--- src/design/raster_2x2_box_downsample_top_macros.svh ---
// ----------------------------------------------------------------------------
// raster_2x2_box_downsample_top_macros.svh
// Assertion macros for the 2x2 box downsampler. Defining NO_ASSERTIONS turns
// every check into an empty statement.
// ----------------------------------------------------------------------------
`ifndef RASTER_2X2_BOX_DOWNSAMPLE_TOP_MACROS_SVH
`define RASTER_2X2_BOX_DOWNSAMPLE_TOP_MACROS_SVH

`ifndef NO_ASSERTIONS
// Same-cycle implication, checked at every rising edge outside reset.
`define R2BD_ASSERT_IMPL(label, clk, rst, ante, cons) \
  label: assert property (@(posedge clk) disable iff (rst) (ante) |-> (cons)) \
    else $error("r2bd: same-cycle check failed");
// Next-cycle implication, checked at every rising edge outside reset.
`define R2BD_ASSERT_NEXT(label, clk, rst, ante, cons) \
  label: assert property (@(posedge clk) disable iff (rst) (ante) |=> (cons)) \
    else $error("r2bd: next-cycle check failed");
`else
`define R2BD_ASSERT_IMPL(label, clk, rst, ante, cons)
`define R2BD_ASSERT_NEXT(label, clk, rst, ante, cons)
`endif

`endif

--- src/design/r2bd_pkg.sv ---
// ----------------------------------------------------------------------------
// r2bd_pkg
// Widths, register map and shared types of the 2x2 box downsampler.
// ----------------------------------------------------------------------------
`default_nettype none

package r2bd_pkg;

  // Field and datapath widths.
  localparam int SAMPLE_W = 16;
  localparam int PAIR_W   = 17;
  localparam int SUM_W    = 18;
  localparam int WIDTH_W  = 15;
  localparam int ROW_W    = 14;

  // Configuration port.
  localparam int ADDR_W = 3;
  localparam int DATA_W = 32;

  // Register indexes, taken from paddr[2].
  localparam logic REG_IMAGE_WIDTH = 1'b0;
  localparam logic REG_BYTE_SWAP   = 1'b1;

  // Register reset values and the smallest usable row length.
  localparam logic [WIDTH_W-1:0] IMAGE_WIDTH_RESET = 15'd16384;
  localparam logic [WIDTH_W-1:0] MIN_WIDTH         = 15'd4;

  // A second-row pair on its way to the rounding stage.
  typedef struct packed {
    logic signed [PAIR_W-1:0] pair;
    logic                     row_end;
    logic                     frame_end;
  } pair_req_t;

  // Status of the rounding stage.
  typedef struct packed {
    logic busy;     // stage holds a pair not yet moved on to the output register
    logic advance;  // pipeline moves this cycle
  } stage_stat_t;

endpackage

`default_nettype wire

--- src/design/r2bd_round_out.sv ---
// ----------------------------------------------------------------------------
// r2bd_round_out
// Joins a second-row pair with its line-store partner, rounds the quarter of
// the four-sample sum and holds the result in the output register.
// ----------------------------------------------------------------------------
`default_nettype none

module r2bd_round_out (
  input  logic                                clk,
  input  logic                                rst,
  input  logic                                load,
  input  r2bd_pkg::pair_req_t                 req,
  input  logic signed [r2bd_pkg::PAIR_W-1:0]  rdata,
  input  logic                                out_ready,
  output logic                                out_valid,
  output logic signed [r2bd_pkg::SAMPLE_W-1:0] half_sample,
  output logic                                row_end,
  output logic                                frame_end,
  output r2bd_pkg::stage_stat_t               stat
);
  import r2bd_pkg::*;

  logic                     s1_valid;
  pair_req_t                s1_req;
  logic                     adv;
  logic signed [SUM_W-1:0]  sum;
  logic [SUM_W-1:0]         mag;
  logic [SUM_W-1:0]         mag_rnd;
  logic [SAMPLE_W-1:0]      quot;
  logic [SAMPLE_W-1:0]      res;

  // The output register moves whenever it is free or being drained.
  assign adv          = ~out_valid | out_ready;
  assign stat.busy    = s1_valid;
  assign stat.advance = adv;

  // Round half away from zero: sign * ((|sum| + 2) >> 2).
  assign sum     = SUM_W'(rdata) + SUM_W'(s1_req.pair);
  assign mag     = sum[SUM_W-1] ? SUM_W'(-sum) : SUM_W'(sum);
  assign mag_rnd = mag + 18'd2;
  assign quot    = mag_rnd[SAMPLE_W+1:2];
  assign res     = sum[SUM_W-1] ? SAMPLE_W'(-quot) : quot;

  // Stage valid and output valid. The stage fills on a load and empties when
  // its pair moves into the output register.
  always_ff @(posedge clk) begin
    if (rst) begin
      s1_valid  <= 1'b0;
      out_valid <= 1'b0;
    end else begin
      if (adv) begin
        out_valid <= s1_valid;
      end
      if (load) begin
        s1_valid <= 1'b1;
      end else if (adv) begin
        s1_valid <= 1'b0;
      end
    end
  end

  // Payload registers.
  always_ff @(posedge clk) begin
    if (load) begin
      s1_req <= req;
    end
    if (adv && s1_valid) begin
      half_sample <= $signed(res);
      row_end     <= s1_req.row_end;
      frame_end   <= s1_req.frame_end;
    end
  end

endmodule

`default_nettype wire

--- config.mk ---
export PLATFORM = sky130hd
export DESIGN_NAME = r2bd_round_out
export DESIGN_NICKNAME = d
export VERILOG_FILES = /design/src/design/raster_2x2_box_downsample_top_macros.svh /design/src/design/r2bd_pkg.sv /design/src/design/r2bd_round_out.sv
export SDC_FILE = /design/constraint.sdc
export NUM_CORES = 1
export LEC_CHECK = 0
export BUFFER_PORTS_ARGS = -buffer_cell sky130_fd_sc_hd__buf_2
export CORE_MARGIN = 4
export CORE_UTILIZATION = 50
export DETAILED_ROUTE_END_ITERATION = 12
export GPL_TIMING_DRIVEN = 0
export PLACE_DENSITY_LB_ADDON = 0.1
export SKIP_CTS_REPAIR_TIMING = 1
export SYNTH_ARGS = -nofsm -noshare
export SYNTH_HDL_FRONTEND = slang
export SYNTH_SLANG_ARGS = --single-unit
--- constraint.sdc ---
create_clock -name clk -period 5.4 [get_ports clk]
set_clock_uncertainty 0.05 [all_clocks]
set_input_delay 0 -clock clk [delete_from_list [all_inputs] [get_ports clk]]
set_output_delay 0 -clock clk [all_outputs]
set_load 0.02 [all_outputs]
==> out/metrics.yaml <==
status: "complete, no violations"
setup.worst_path.end_class: "register"
hp-class: "primary input to register"
area_growth_pct: 23.97
yosys-top-cells-area: "edfxtp_1 (30%), xnor2_1 (8.8%), ha_1 (6.8%), xor2_1 (3.3%), a21oi_1 (3.1%)"
fillers: 653
clk_pin_slew_ns: 0.09
slew_viol_final: 0
routabilityCongestion: 0.8433
fin_nets: 549
grt_pass1_wl_um: 13550
rsz0062_at_grt: "true"
max_slew_margin_pct: 28.46
drtIter0Drc: 233
synthesis.area_um2: 3685
drive_above_1_share_pct: 23.52
ys.flop_type: "edfxtp_1"
first_pass_iters: 4
hold_depth: 1
rr_endpoint: "half_sample[12]"
grt_pass1_vias: 2999
ant_nets: 0
clock_path_buffers: 2
ys_seq_area_share_pct: 31.24
initial_core_util_pct: 51.08
syn_inst: 400
ys_warn_count: 0
core-area_um2: 7214
period_share_pct: 96.78
reg2reg_slack_ns: 0.17
antenna_found_initial: 0
std_cell_rows: 31
rr_startpoint: "s1_req[3]"
synth_top_area_share_pct: 30.15
cts_tree: "built"
crit_slowest_cell: "or4_4"
cts_sinks: 39
synth_edf_count: 37
crit_chain: "ha_1, a211oi_4, o31a_1, nor3_4, o31ai_4, nand2_4, buf_4, clkbuf_4, nor2_1, xnor2_1, ha_2, nand2_1, a211oi_2, nand3_2, o21a_2, o311ai_4, nand2_2, or4_4, o31ai_2, xnor2_1"
synth_area_per_cell_um2: 9.212
leakagePower_nw: 1.714
final_design_area_no_fill_um2: 4568
ir_worst_vdd_mv: 0.1279
worst-setup-path-type: "register to register"
cts_buffers: 5
hold_violations: 0
timing.critical_path.mode_cell: "xnor2_1"
cp-startpoint: "s1_req[3]"
via_count: 3393
die_area_um2: 8807
via_per_inst: 5.770
ys_seq_elements: 39
synth.net_count: 461
overflow: 0
fin_crit_ns: 5.226
clk_latency_ns: 0.30
ys_types: 73
total_power_mw: 1.486
slowest_delay_ns: 0.54
fmax_mhz: 191.3
reg2reg_depth: 20
synth_area_leader_cell: "edfxtp_1"
post-dp-hpwl_um: 6399
tightest_slew_ns: 1.065
grt_max_degree: 21
pin_count: 61
wl_per_cell_um: 14.72
portBuffers: 60
drcViolationCount: 0
root_buffer: "clkbuf_8"
grt_use_total_pct: 18.90
postSynth.asyncResetShare_pct: 0
worstHoldStart: "load"
post_dp_cell_area_um2: 4109
die-height_um: 93.85
drv_cap: 0
finalSetupViolCount: 0
power.density_nw_per_um2: 325.3
whs_endpoint: "s1_req[14]"
crit_path_start_kind: "register"
dieWidth_um: 93.85
critical_path_required_ns: 5.40
crit_fanout: 10
htree_levels: 2
n_antenna_cell: 0
totalWireLength_um: 8657
arrival_ns: 5.23
## worst max-delay path, delay by kind of cell (launching register included)
kind / cells / cell delay (ns)
AO/OA/AOI/OAI: 7 / 2.06
XOR/XNOR: 2 / 0.24
adder cells (fa/ha/maj): 2 / 0.58
AND/OR/NAND/NOR: 7 / 1.25
buffers and inverters: 2 / 0.40
flip-flops: 1 / 0.40
## metrics by stage
step	cells	worst slack [ns]	utilization, %	TNS (ns)	hold WS (ns)
floorplan	400	0.1806	-	0	0.02238
global placement	559	-0.7385	56.95	-3.907	0.1249
detailed placement	559	-0.8174	56.95	-4.949	0.1245
CTS	567	-0.8796	58.52	-5.597	-0.1958
global route	588	-0.1674	63.32	-0.5170	0.1474
finish	588	0.1737	63.32	0	0.1185
## kinds of logic (layout without fill, tap and decap cells)
logic type,after synthesis,in the layout,synth area share (%)
buffers and inverters,32,121,3.599
xor gates and xnor gates,51,51,12.12
and+or+nand+nor,128,128,18.88
AOI/OAI and AO/OA,128,128,26.55
adders and majority gates,21,21,7.334
muxes,1,1,0.2717
DFF,39,39,31.24
## where the power goes
part	total [mW]	leakage, nW	switching, mW	internal, mW
Sequential	0.407	0.371	0.00861	0.398
Combinational	0.829	1.29	0.507	0.323
Clock	0.250	0.0581	0.112	0.138
## cell type report
class,instances,area (um^2),share of cell area (%)
well taps,99,123.9,2.712
clock inverters,3,43.79,0.9586
flip-flops and latches,39,1151,25.20
repair buffers,85,540.5,11.83
inverters,18,67.56,1.479
plain buffers,10,57.56,1.260
clock buffers,5,68.82,1.506
multi-input cells,329,2515,55.05
## cell usage in the layout, fill, tap and decap left out, drive strengths merged, types with 6 or more instances in the layout
cell type	n
nor2	28
a21oi	23
nand3	11
xnor2	37
nand2	23
or3	7
clkbuf	9
nand4	11
dlygate4sd3	21
o31ai	8
a21o	7
edfxtp	37
ha	20
inv	18
o21ai	23
and3	6
buf	70
xor2	14
a211oi	9
nor3	12
a311oi	6
## state kept, by name, indices dropped and copies added, names as in the netlist
register / cells
s1_req: 19
frame_end: 1
out_valid: 1
s1_valid: 1
row_end: 1
half_sample: 16
## layer usage
metal  track usage (%)  wire (um)  part of all wire (%)  up-vias
met2             30.69       4282                    49       94
met5                 0          0                     0        -
met1             25.20       3837                    44     1567
met4             7.100        143                   1.7        0
met3             3.045        394                   4.6       13
li1                  -          -                     -     1719
## synthesized netlist by cell type, types with 5 or more instances
cell       n
a211o_1    5
a211oi_1   7
a21o_1     7
a21oi_1   23
a311oi_1   6
and3_1     6
clkbuf_1   9
edfxtp_1  37
ha_1      20
inv_1     18
nand2_1   23
nand3_1   11
nand4_1   10
nor2_1    27
nor3_1    11
nor4_1     5
o21a_1     5
o21ai_0   20
or3_1      6
xnor2_1   37
xor2_1    14
## worst max-delay path by stage
| stage | endpoint | slack (ns) | depth (start not counted) |
|---|---|---|---|
| global placement | half_sample[15] | -0.74 | 21 |
| floorplan | half_sample[12] | 0.18 | 21 |
| finish | half_sample[12] | 0.17 | 20 |
| detailed placement | half_sample[15] | -0.82 | 21 |
| CTS | half_sample[15] | -0.88 | 21 |
| global route | half_sample[15] | -0.17 | 20 |
Note: power is estimated with default switching activity, not from simulation.
