===== src/design/raster_2x2_box_downsample_top_macros.svh =====
// ----------------------------------------------------------------------------
// raster_2x2_box_downsample_top_macros.svh
// Assertion macros for the 2x2 box downsampler. Defining NO_ASSERTIONS turns
// every check into an empty statement.
// ----------------------------------------------------------------------------
`ifndef RASTER_2X2_BOX_DOWNSAMPLE_TOP_MACROS_SVH
`define RASTER_2X2_BOX_DOWNSAMPLE_TOP_MACROS_SVH

`ifndef NO_ASSERTIONS
// Same-cycle implication, checked at every rising edge outside reset.
`define R2BD_ASSERT_IMPL(label, clk, rst, ante, cons) \
  label: assert property (@(posedge clk) disable iff (rst) (ante) |-> (cons)) \
    else $error("r2bd: same-cycle check failed");
// Next-cycle implication, checked at every rising edge outside reset.
`define R2BD_ASSERT_NEXT(label, clk, rst, ante, cons) \
  label: assert property (@(posedge clk) disable iff (rst) (ante) |=> (cons)) \
    else $error("r2bd: next-cycle check failed");
`else
`define R2BD_ASSERT_IMPL(label, clk, rst, ante, cons)
`define R2BD_ASSERT_NEXT(label, clk, rst, ante, cons)
`endif

`endif


===== src/design/r2bd_pkg.sv =====
// ----------------------------------------------------------------------------
// r2bd_pkg
// Widths, register map and shared types of the 2x2 box downsampler.
// ----------------------------------------------------------------------------
`default_nettype none

package r2bd_pkg;

  // Field and datapath widths.
  localparam int SAMPLE_W = 16;
  localparam int PAIR_W   = 17;
  localparam int SUM_W    = 18;
  localparam int WIDTH_W  = 15;
  localparam int ROW_W    = 14;

  // Configuration port.
  localparam int ADDR_W = 3;
  localparam int DATA_W = 32;

  // Register indexes, taken from paddr[2].
  localparam logic REG_IMAGE_WIDTH = 1'b0;
  localparam logic REG_BYTE_SWAP   = 1'b1;

  // Register reset values and the smallest usable row length.
  localparam logic [WIDTH_W-1:0] IMAGE_WIDTH_RESET = 15'd16384;
  localparam logic [WIDTH_W-1:0] MIN_WIDTH         = 15'd4;

  // A second-row pair on its way to the rounding stage.
  typedef struct packed {
    logic signed [PAIR_W-1:0] pair;
    logic                     row_end;
    logic                     frame_end;
  } pair_req_t;

  // Status of the rounding stage.
  typedef struct packed {
    logic busy;     // stage holds a pair not yet moved on to the output register
    logic advance;  // pipeline moves this cycle
  } stage_stat_t;

endpackage

`default_nettype wire


===== src/design/r2bd_pair_front.sv =====
// ----------------------------------------------------------------------------
// r2bd_pair_front
// Input stage: byte swap, horizontal pair sums, raster position counters and
// line-store access generation.
// ----------------------------------------------------------------------------
`default_nettype none

module r2bd_pair_front #(
  parameter int IDX_W    = 13,
  parameter int IDX_MASK = 8191
) (
  input  logic                                 clk,
  input  logic                                 rst,
  input  logic                                 accept,
  input  logic                                 restart,
  input  logic                                 byte_swap,
  input  logic [r2bd_pkg::WIDTH_W-1:0]         width_eff,
  input  logic [r2bd_pkg::SAMPLE_W-1:0]        raw_sample,
  output logic                                 mem_we,
  output logic                                 mem_re,
  output logic [IDX_W-1:0]                     mem_addr,
  output logic signed [r2bd_pkg::PAIR_W-1:0]   mem_wdata,
  output r2bd_pkg::pair_req_t                  req
);
  import r2bd_pkg::*;

  logic [SAMPLE_W-1:0]      held_sample;
  logic [WIDTH_W-1:0]       col;
  logic [ROW_W-1:0]         row;
  logic [SAMPLE_W-1:0]      sample;
  logic signed [PAIR_W-1:0] pair;
  logic                     last_col;
  logic                     last_row;
  logic [ROW_W-1:0]         last_row_idx;
  logic [31:0]              half_col;

  // Optional byte swap of the incoming word.
  assign sample = byte_swap ? {raw_sample[7:0], raw_sample[15:8]} : raw_sample;

  // Sum of the held even-column sample and this odd-column sample.
  assign pair = $signed({held_sample[SAMPLE_W-1], held_sample})
              + $signed({sample[SAMPLE_W-1], sample});

  // Frame height is (width / 4) * 2 rows, so the last row index ends in a one.
  assign last_row_idx = {width_eff[WIDTH_W-1:2] - 13'd1, 1'b1};
  assign last_col     = (col == width_eff - 15'd1);
  assign last_row     = (row == last_row_idx);

  // Line-store entry of this pair.
  assign half_col = 32'(col[WIDTH_W-1:1]) & 32'(IDX_MASK);
  assign mem_addr = half_col[IDX_W-1:0];

  // First row of a pair of rows writes its pair sums, the second row reads them.
  assign mem_we    = accept & col[0] & ~row[0];
  assign mem_re    = accept & col[0] & row[0];
  assign mem_wdata = pair;

  assign req.pair      = pair;
  assign req.row_end   = last_col;
  assign req.frame_end = last_col & last_row;

  // Position counters and the held sample.
  always_ff @(posedge clk) begin
    if (rst || restart) begin
      held_sample <= '0;
      col         <= '0;
      row         <= '0;
    end else if (accept) begin
      if (!col[0]) begin
        held_sample <= sample;
      end
      if (last_col) begin
        col <= '0;
        row <= last_row ? '0 : row + 14'd1;
      end else begin
        col <= col + 15'd1;
      end
    end
  end

endmodule

`default_nettype wire


===== config.mk =====
export PLATFORM = sky130hd
export DESIGN_NAME = r2bd_pair_front
export DESIGN_NICKNAME = d
export VERILOG_FILES = /design/src/design/raster_2x2_box_downsample_top_macros.svh /design/src/design/r2bd_pkg.sv /design/src/design/r2bd_pair_front.sv
export SDC_FILE = /design/constraint.sdc
export NUM_CORES = 1
export LEC_CHECK = 0
export BUFFER_PORTS_ARGS = -buffer_cell sky130_fd_sc_hd__clkbuf_2
export CAP_MARGIN = 20
export CORE_UTILIZATION = 50
export DETAILED_ROUTE_END_ITERATION = 16
export PLACE_DENSITY = 0.78
export SETUP_SLACK_MARGIN = 0.02
export SLEW_MARGIN = 20
export SYNTH_ARGS = -nofsm -noshare
export SYNTH_HDL_FRONTEND = slang
export SYNTH_SLANG_ARGS = --single-unit

===== constraint.sdc =====
create_clock -name clk -period 3.5 [get_ports clk]
set_input_delay 0.35 -clock clk [delete_from_list [all_inputs] [get_ports clk]]
set_output_delay 0.35 -clock clk [all_outputs]
set_load 0.01 [all_outputs]

==> impl_results.md, run 1 <==
- Outcome: complete, no violations
- Die area: 8260 um^2
- Post-DP HPWL: 7310 um
- Core Region: 7690 um^2
- Clock root buffer: clkbuf_8
- End of the critical path: req[0]
- MaxCap Viol Count: 0
- Syn nets: 534
- CTS sink count: 45
- RR Startpoint: col[8]$_SDFFE_PP0P_
- CP Data Arrival Time: 2.98 ns
- Sequential area share after synthesis: 22.8%
- Crit path max fanout: 5
- Top_reg_cell synth: dfxtp_1
- CP Launch Point: width_eff[3]
- First DRT Iteration DRCs: 208
- Global-route wire length before repair: 15000 um
- Ratio of cells with drive above 1 in the final layout: 26.6%
- Post-route ant nets: 0
- Final Cell Area: 4390 um^2
- Total CTS buffers: 5
- Cell variety after synth: 63
- Total grt overflow: 0
- YS warnings: 0
- PD cells: 278 nW/um^2
- Final worst path period need: 3.33 ns
- Fmax: 0.300 GHz
- Die Wd: 90.9 um
- Max Root-Sink Buffers: 2
- Ports: 87
- Clock skew: 0.0119 ns
- Largest net degree at the start of global routing: 20
- FF+latch count, synth: 45
- CP Launch Type: input port
- Worst min-delay path startpoint: raw_sample[5]
- DRT Pass-1 Iters: 7
- Final Hold Fails: 0
- # diodes: 0
- Post-synth ARST share: 0%
- Final slew viol count: 0
- Post-synth top area cell: dfxtp_1
- Layout Nets: 590
- Post-synthesis xor/xnor area fraction: 13.4%
- Worst skew pair latency: 0.30 ns
- Setup Buffers After CTS: 0
- Placer Congestion: 0.872
- Period utilisation layout: 95.3%
- Largest cells by area after synthesis: dfxtp_1 (23%), xnor2_1 (6.7%), ha_1 (6.3%)
- Slew HR: 27.9%
- Clock transition at path regs: 0.09 ns
- Syn avg cell area: 8.28 um^2
- Placed instance count: 628
- Unrepaired setup endpoints after global routing: false
- CTS tree: done
- Largest family of logic cells by synthesized area: simple AND/OR/NAND/NOR gates
- Most frequent cell after synthesis: nor2_1
- Number of global-route vias before repair: 3366
- CP endpoint kind: output port
- Top post-synthesis cells by count: nor2_1 (50), dfxtp_1 (45), buf_4 (32)
- Vert. Die Dim: 90.9 um
- Leak Pwr: 1.87 nW
- DRC violations left: 0
- Initial Utilization: 51.4%
- Mux contribution to synthesized area: 8.87%
- Row cnt: 32
- Total number of vias: 3677
- VDD IR max: 0.230 mV
- All-layer global routing usage: 21.9%
- Vias per cell: 5.78
- Final wirelength: 9250 um
- Cells after synthesis: 477
- Type of the worst min-delay path: input port to flop
- Setup_tns: 0 ns
- WS Path Type: input port to output port
- R2R depth: 7
- Req. time, crit path: 3.15 ns
- Post-Synth Simple-Gate Area: 22.5%
- Final Non-Filler Cells: 636
- Total power: 0.00122 W
- Synth top area share: 22.8%
- Area share of fa/ha/maj cells after synthesis: 6.84%
- Finish-stage setup viols: 0
- Slew @ Worst Pin: 1.08 ns
- Area grow syn2layout: 11.0%
- R2R setup slack: 0.63 ns
- Area after DPL: 4280 um^2
- Port Buffers: 86
- Compound-cell area share of the yosys netlist: 15.6%
- Synthesized area: 3950 um^2
- R2R Path End: row[8]$_SDFFE_PP0P_
- H-tree depth: 2
- Wirelength per Cell: 14.5 um
- EDFF count, synth: 0
- Initial antenna violation count: 0
worst max-delay path: stages:
cell and delay [ns]:
clkbuf_2 0.14, inv_1 0.06, ha_1 0.23, nor3b_1 0.21, a2111oi_0 0.45, a31oi_1 0.09
or4_1 0.56, a2111oi_1 0.52, and2_1 0.22, clkbuf_2 0.14
worst min path at each step:
stage,end,cells after the start
2_1_floorplan,row[8]$_SDFFE_PP0P_,2
3_3_place_gp,held_sample[11]$_SDFFE_PP0P_,2
3_5_place_dp,held_sample[5]$_SDFFE_PP0P_,2
4_1_cts,held_sample[0]$_SDFFE_PP0P_,4
5_1_grt,held_sample[5]$_SDFFE_PP0P_,4
6_report,held_sample[5]$_SDFFE_PP0P_,4
through the flow:
stage / worst slack (ns) / hold WS [ns] / utilization [%]
2_1_floorplan: 0.115 / 0.464 / -
3_3_place_gp: 0.146 / 0.481 / 55.6
3_5_place_dp: 0.133 / 0.501 / 55.6
4_1_cts: 0.115 / 0.455 / 56.7
5_1_grt: 0.0298 / 0.466 / 57.0
6_report: 0.166 / 0.461 / 57.0
where the power goes:
group	leakage [nW]	internal [W]	switching, W	total, W
clock network	0.0450	0.000139	0.000176	0.000315
logic	1.46	0.000164	0.000214	0.000378
registers	0.364	0.000519	0.00000584	0.000525
flip-flops by register name (all words and copies together), names as in the netlist:
register / cells
col: 15
held_sample: 16
row: 14
cell usage in the layout (no fill, tap or decap), types with 6 or more instances in the layout:
cell      instances
nor2_1           49
xor2_1           28
buf_4            15
a21o_1            7
inv_1            12
clkbuf_2         85
nand3_1          20
mux2i_1          17
ha_1             20
xnor2_1          30
o21ai_0           8
o41ai_1           6
a21oi_1          27
nand2_1          28
nor3_1            7
nor4_1            6
and3_1            8
dfxtp_1          45
mux2_2           16
or3_1             6
kinds of logic (layout without fill, tap and decap cells):
family / after synthesis / after routing
AND/OR/NAND/NOR: 166 / 166
AO/OA/AOI/OAI: 89 / 89
buffers and inverters: 64 / 121
XOR/XNOR: 59 / 59
flip-flops: 45 / 45
multiplexers: 33 / 33
adder cells (fa/ha/maj): 21 / 21
area by class of cell:
cell class	count	area, um^2
Timing Repair Buffer	101	543
Clock buffer	6	72.6
Clock inverter	2	10.0
Multi-Input combinational cell	368	2690
Sequential cell	45	901
Fill cell	720	3300
Tap cell	102	128
Inverter	12	45.0
per-layer routing:
layer  track usage, %  share of wire [%]
met1             28.6                 45
met3             4.21                6.3
met4             5.42                1.0
met5                0                  0
met2             36.9                 48
timing repair:
| item | in CTS | in global routing |
|---|---|---|
| gates resized for setup | 0 | 6 |
| hold buffers | 0 | 0 |
| endpoints found under the setup margin | 0 | 8 |
Power figures use the tool's default switching activity.
==> run 2, diff against run 1 <==
--- a/config.mk
+++ b/config.mk
@@ -9,6 +9,7 @@
 export CAP_MARGIN = 20
 export CORE_UTILIZATION = 50
 export DETAILED_ROUTE_END_ITERATION = 16
+export MAX_ROUTING_LAYER = met4
 export PLACE_DENSITY = 0.78
 export SETUP_SLACK_MARGIN = 0.02
 export SLEW_MARGIN = 20
==> impl_results.md, run 2 (same netlist as run 1, synthesis figures left out) <==
- Outcome: complete, no violations (unchanged)
- Core Region: 7690 um^2 (unchanged)
- Port Buffers: 86 (unchanged)
- Final Cell Area: 4390 um^2 (unchanged)
- Placer Congestion: 0.886 (was 0.872)
- Area grow syn2layout: 11.0% (unchanged)
- Leading cell types in the layout, fill and taps excluded: clkbuf_2 (85), nor2_1 (49), dfxtp_1 (45), xnor2_1 (30) (unchanged)
- Setup_tns: 0 ns (unchanged)
- Worst path cell trace: buf_2 > mux2_2 > ha_1 > fa_1 > a21o_1 > a21oi_1 > o21ai_0 > nand2_1 > a21oi_1 > a2111o_1 > o311a_1 > clkbuf_2 (was clkbuf_2 > inv_1 > ha_1 > nor3b_1 > a2111oi_0 > a31oi_1 > or4_1 > a2111oi_1 > and2_1 > clkbuf_2)
- Worst min-delay path startpoint: raw_sample[5] (unchanged)
- Wirelength per Cell: 14.6 um (was 14.5 um)
- Biggest regs: held_sample (16), col (15), row (14) (unchanged)
- Clock root buffer: clkbuf_8 (unchanged)
- Initial antenna violation count: 0 (unchanged)
- Final wirelength: 9260 um (was 9250 um)
- Slew HR: 27.9% (about the same)
- Layout Nets: 590 (unchanged)
- Type of the worst min-delay path: input port to flop (unchanged)
- # diodes: 0 (unchanged)
- Total grt overflow: 0 (unchanged)
- Period utilisation layout: 95.3% (about the same)
- CP endpoint kind: output port (unchanged)
- Vias per cell: 5.79 (was 5.78)
- Global-route wire length before repair: 15000 um (unchanged)
- All-layer global routing usage: 22.5% (was 21.9%)
- CP delay by family, top: compound AO/OA/AOI/OAI gates (unchanged)
- R2R Path End: row[8]$_SDFFE_PP0P_ (unchanged)
- Unrepaired setup endpoints after global routing: false (unchanged)
- Largest net degree at the start of global routing: 20 (unchanged)
- Ratio of cells with drive above 1 in the final layout: 26.6% (unchanged)
- PD cells: 278 nW/um^2 (about the same)
- MaxCap Viol Count: 0 (unchanged)
- R2R depth: 7 (unchanged)
- CTS tree: done (unchanged)
- Final Util: 57.0% (unchanged)
- Final Hold Fails: 0 (unchanged)
- DRC violations left: 0 (unchanged)
- Req. time, crit path: 3.15 ns (about the same)
- Fmax: 0.300 GHz (about the same)
- Biggest register: held_sample (unchanged)
- Initial Utilization: 51.4% (unchanged)
- Die Wd: 90.9 um (unchanged)
- Number of global-route vias before repair: 3364 (was 3366)
- Fillers: 720 (unchanged)
- CP Data Arrival Time: 2.99 ns (was 2.98 ns)
- Finish-stage setup viols: 0 (unchanged)
- VDD IR max: 0.230 mV (about the same)
- Crit path max fanout: 8 (was 5)
- Commonest non-fill, non-tap cell in the layout: clkbuf_2 (unchanged)
- Max reg flops: 16 (unchanged)
- Max Root-Sink Buffers: 2 (unchanged)
- DRT Pass-1 Iters: 5 (was 7)
- Final slew viol count: 0 (unchanged)
- First DRT Iteration DRCs: 203 (was 208)
- Hold Path Sink: held_sample[5]$_SDFFE_PP0P_ (unchanged)
- Post-DP HPWL: 7310 um (unchanged)
- H-tree depth: 2 (unchanged)
- Clock skew: 0.0121 ns (was 0.0119 ns)
- Die area: 8260 um^2 (unchanged)
- Clock transition at path regs: 0.09 ns (about the same)
- RR Startpoint: col[8]$_SDFFE_PP0P_ (unchanged)
- WS Path Type: input port to output port (unchanged)
- Total power: 0.00122 W (about the same)
- Final worst path period need: 3.34 ns (was 3.33 ns)
- Area after DPL: 4280 um^2 (unchanged)
- Row cnt: 32 (unchanged)
- Most numerous cell on the critical path: a21oi_1 (was clkbuf_2)
- Setup Buffers After CTS: 0 (unchanged)
- Vert. Die Dim: 90.9 um (unchanged)
- Crit-path slowest cell: fa_1 (was or4_1)
- Post-route ant nets: 0 (unchanged)
- R2R setup slack: 0.65 ns (was 0.63 ns)
- CP Launch Type: input port (unchanged)
- Ports: 87 (unchanged)
- Hold path cells: 4 (unchanged)
- Total number of vias: 3682 (was 3677)
- Slew @ Worst Pin: 1.08 ns (about the same)
- CP bufs+invs: 2 (was 3)
- Leak Pwr: 1.87 nW (unchanged)
- Total CTS buffers: 5 (unchanged)
- Worst skew pair latency: 0.30 ns (about the same)
- Max incr delay on CP: 0.42 ns (was 0.56 ns)
- CTS sink count: 45 (unchanged)
==> run 2: cell counts in the layout (fill, tap and decap cells not counted) <==
No cell type changed its count.
==> run 2: area by class of cell <==
cell class / count / area (um^2) / share of cell area [%]
repair buffers: 101 / 543 / 12.4
well taps: 102 / 128 / 2.91
clock inverters: 2 / 10.0 / 0.228
flip-flops and latches: 45 / 901 / 20.5
clock buffers: 6 / 72.6 / 1.65
multi-input cells: 368 / 2690 / 61.3
inverters: 12 / 45.0 / 1.03
==> run 2: worst min-delay path: stages <==
cell and delay [ns]:
clkbuf_2 0.09, mux2_2 0.15, mux2i_1 0.06, nor2_1 0.08
==> run 2: power breakdown <==
part	internal [W]	total, W	switching, W
sequential	0.000519	0.000525	0.00000582
clock	0.000139	0.000315	0.000176
combinational	0.000164	0.000379	0.000214
==> run 2: worst max-delay path by stage <==
stage,startpoint,depth (start not counted),endpoint,slack (ns)
final,byte_swap,12,req[16],0.16
after global routing,byte_swap,12,req[16],0.03
after CTS,byte_swap,12,req[17],0.12
after detailed placement,byte_swap,12,req[17],0.13
after global placement,byte_swap,11,req[17],0.15
after floorplan,byte_swap,13,req[16],0.12
==> run 2: stage by stage <==
step                      cells  setup slack (ns)  hold slack, ns
after floorplan             477             0.115           0.464
after global placement      628             0.146           0.481
after detailed placement    628             0.133           0.501
after CTS                   636             0.115           0.455
after global routing        636            0.0298           0.466
final                       636             0.164           0.461
==> run 2: what timing repair did <==
action | 4_1_cts | 5_1_grt
endpoints found under the hold margin | 0 | 0
gates resized for setup | 0 | 6
setup endpoints to repair | 0 | 8
hold buffers | 0 | 0
==> run 2: per-layer routing <==
metal / wire [um] / share of wire (%) / GRT usage [%]
met5: 0 / 0 / -
met4: 106 / 1.1 / 5.42
met3: 609 / 6.6 / 4.04
met2: 4380 / 47 / 36.9
met1: 4160 / 45 / 28.7
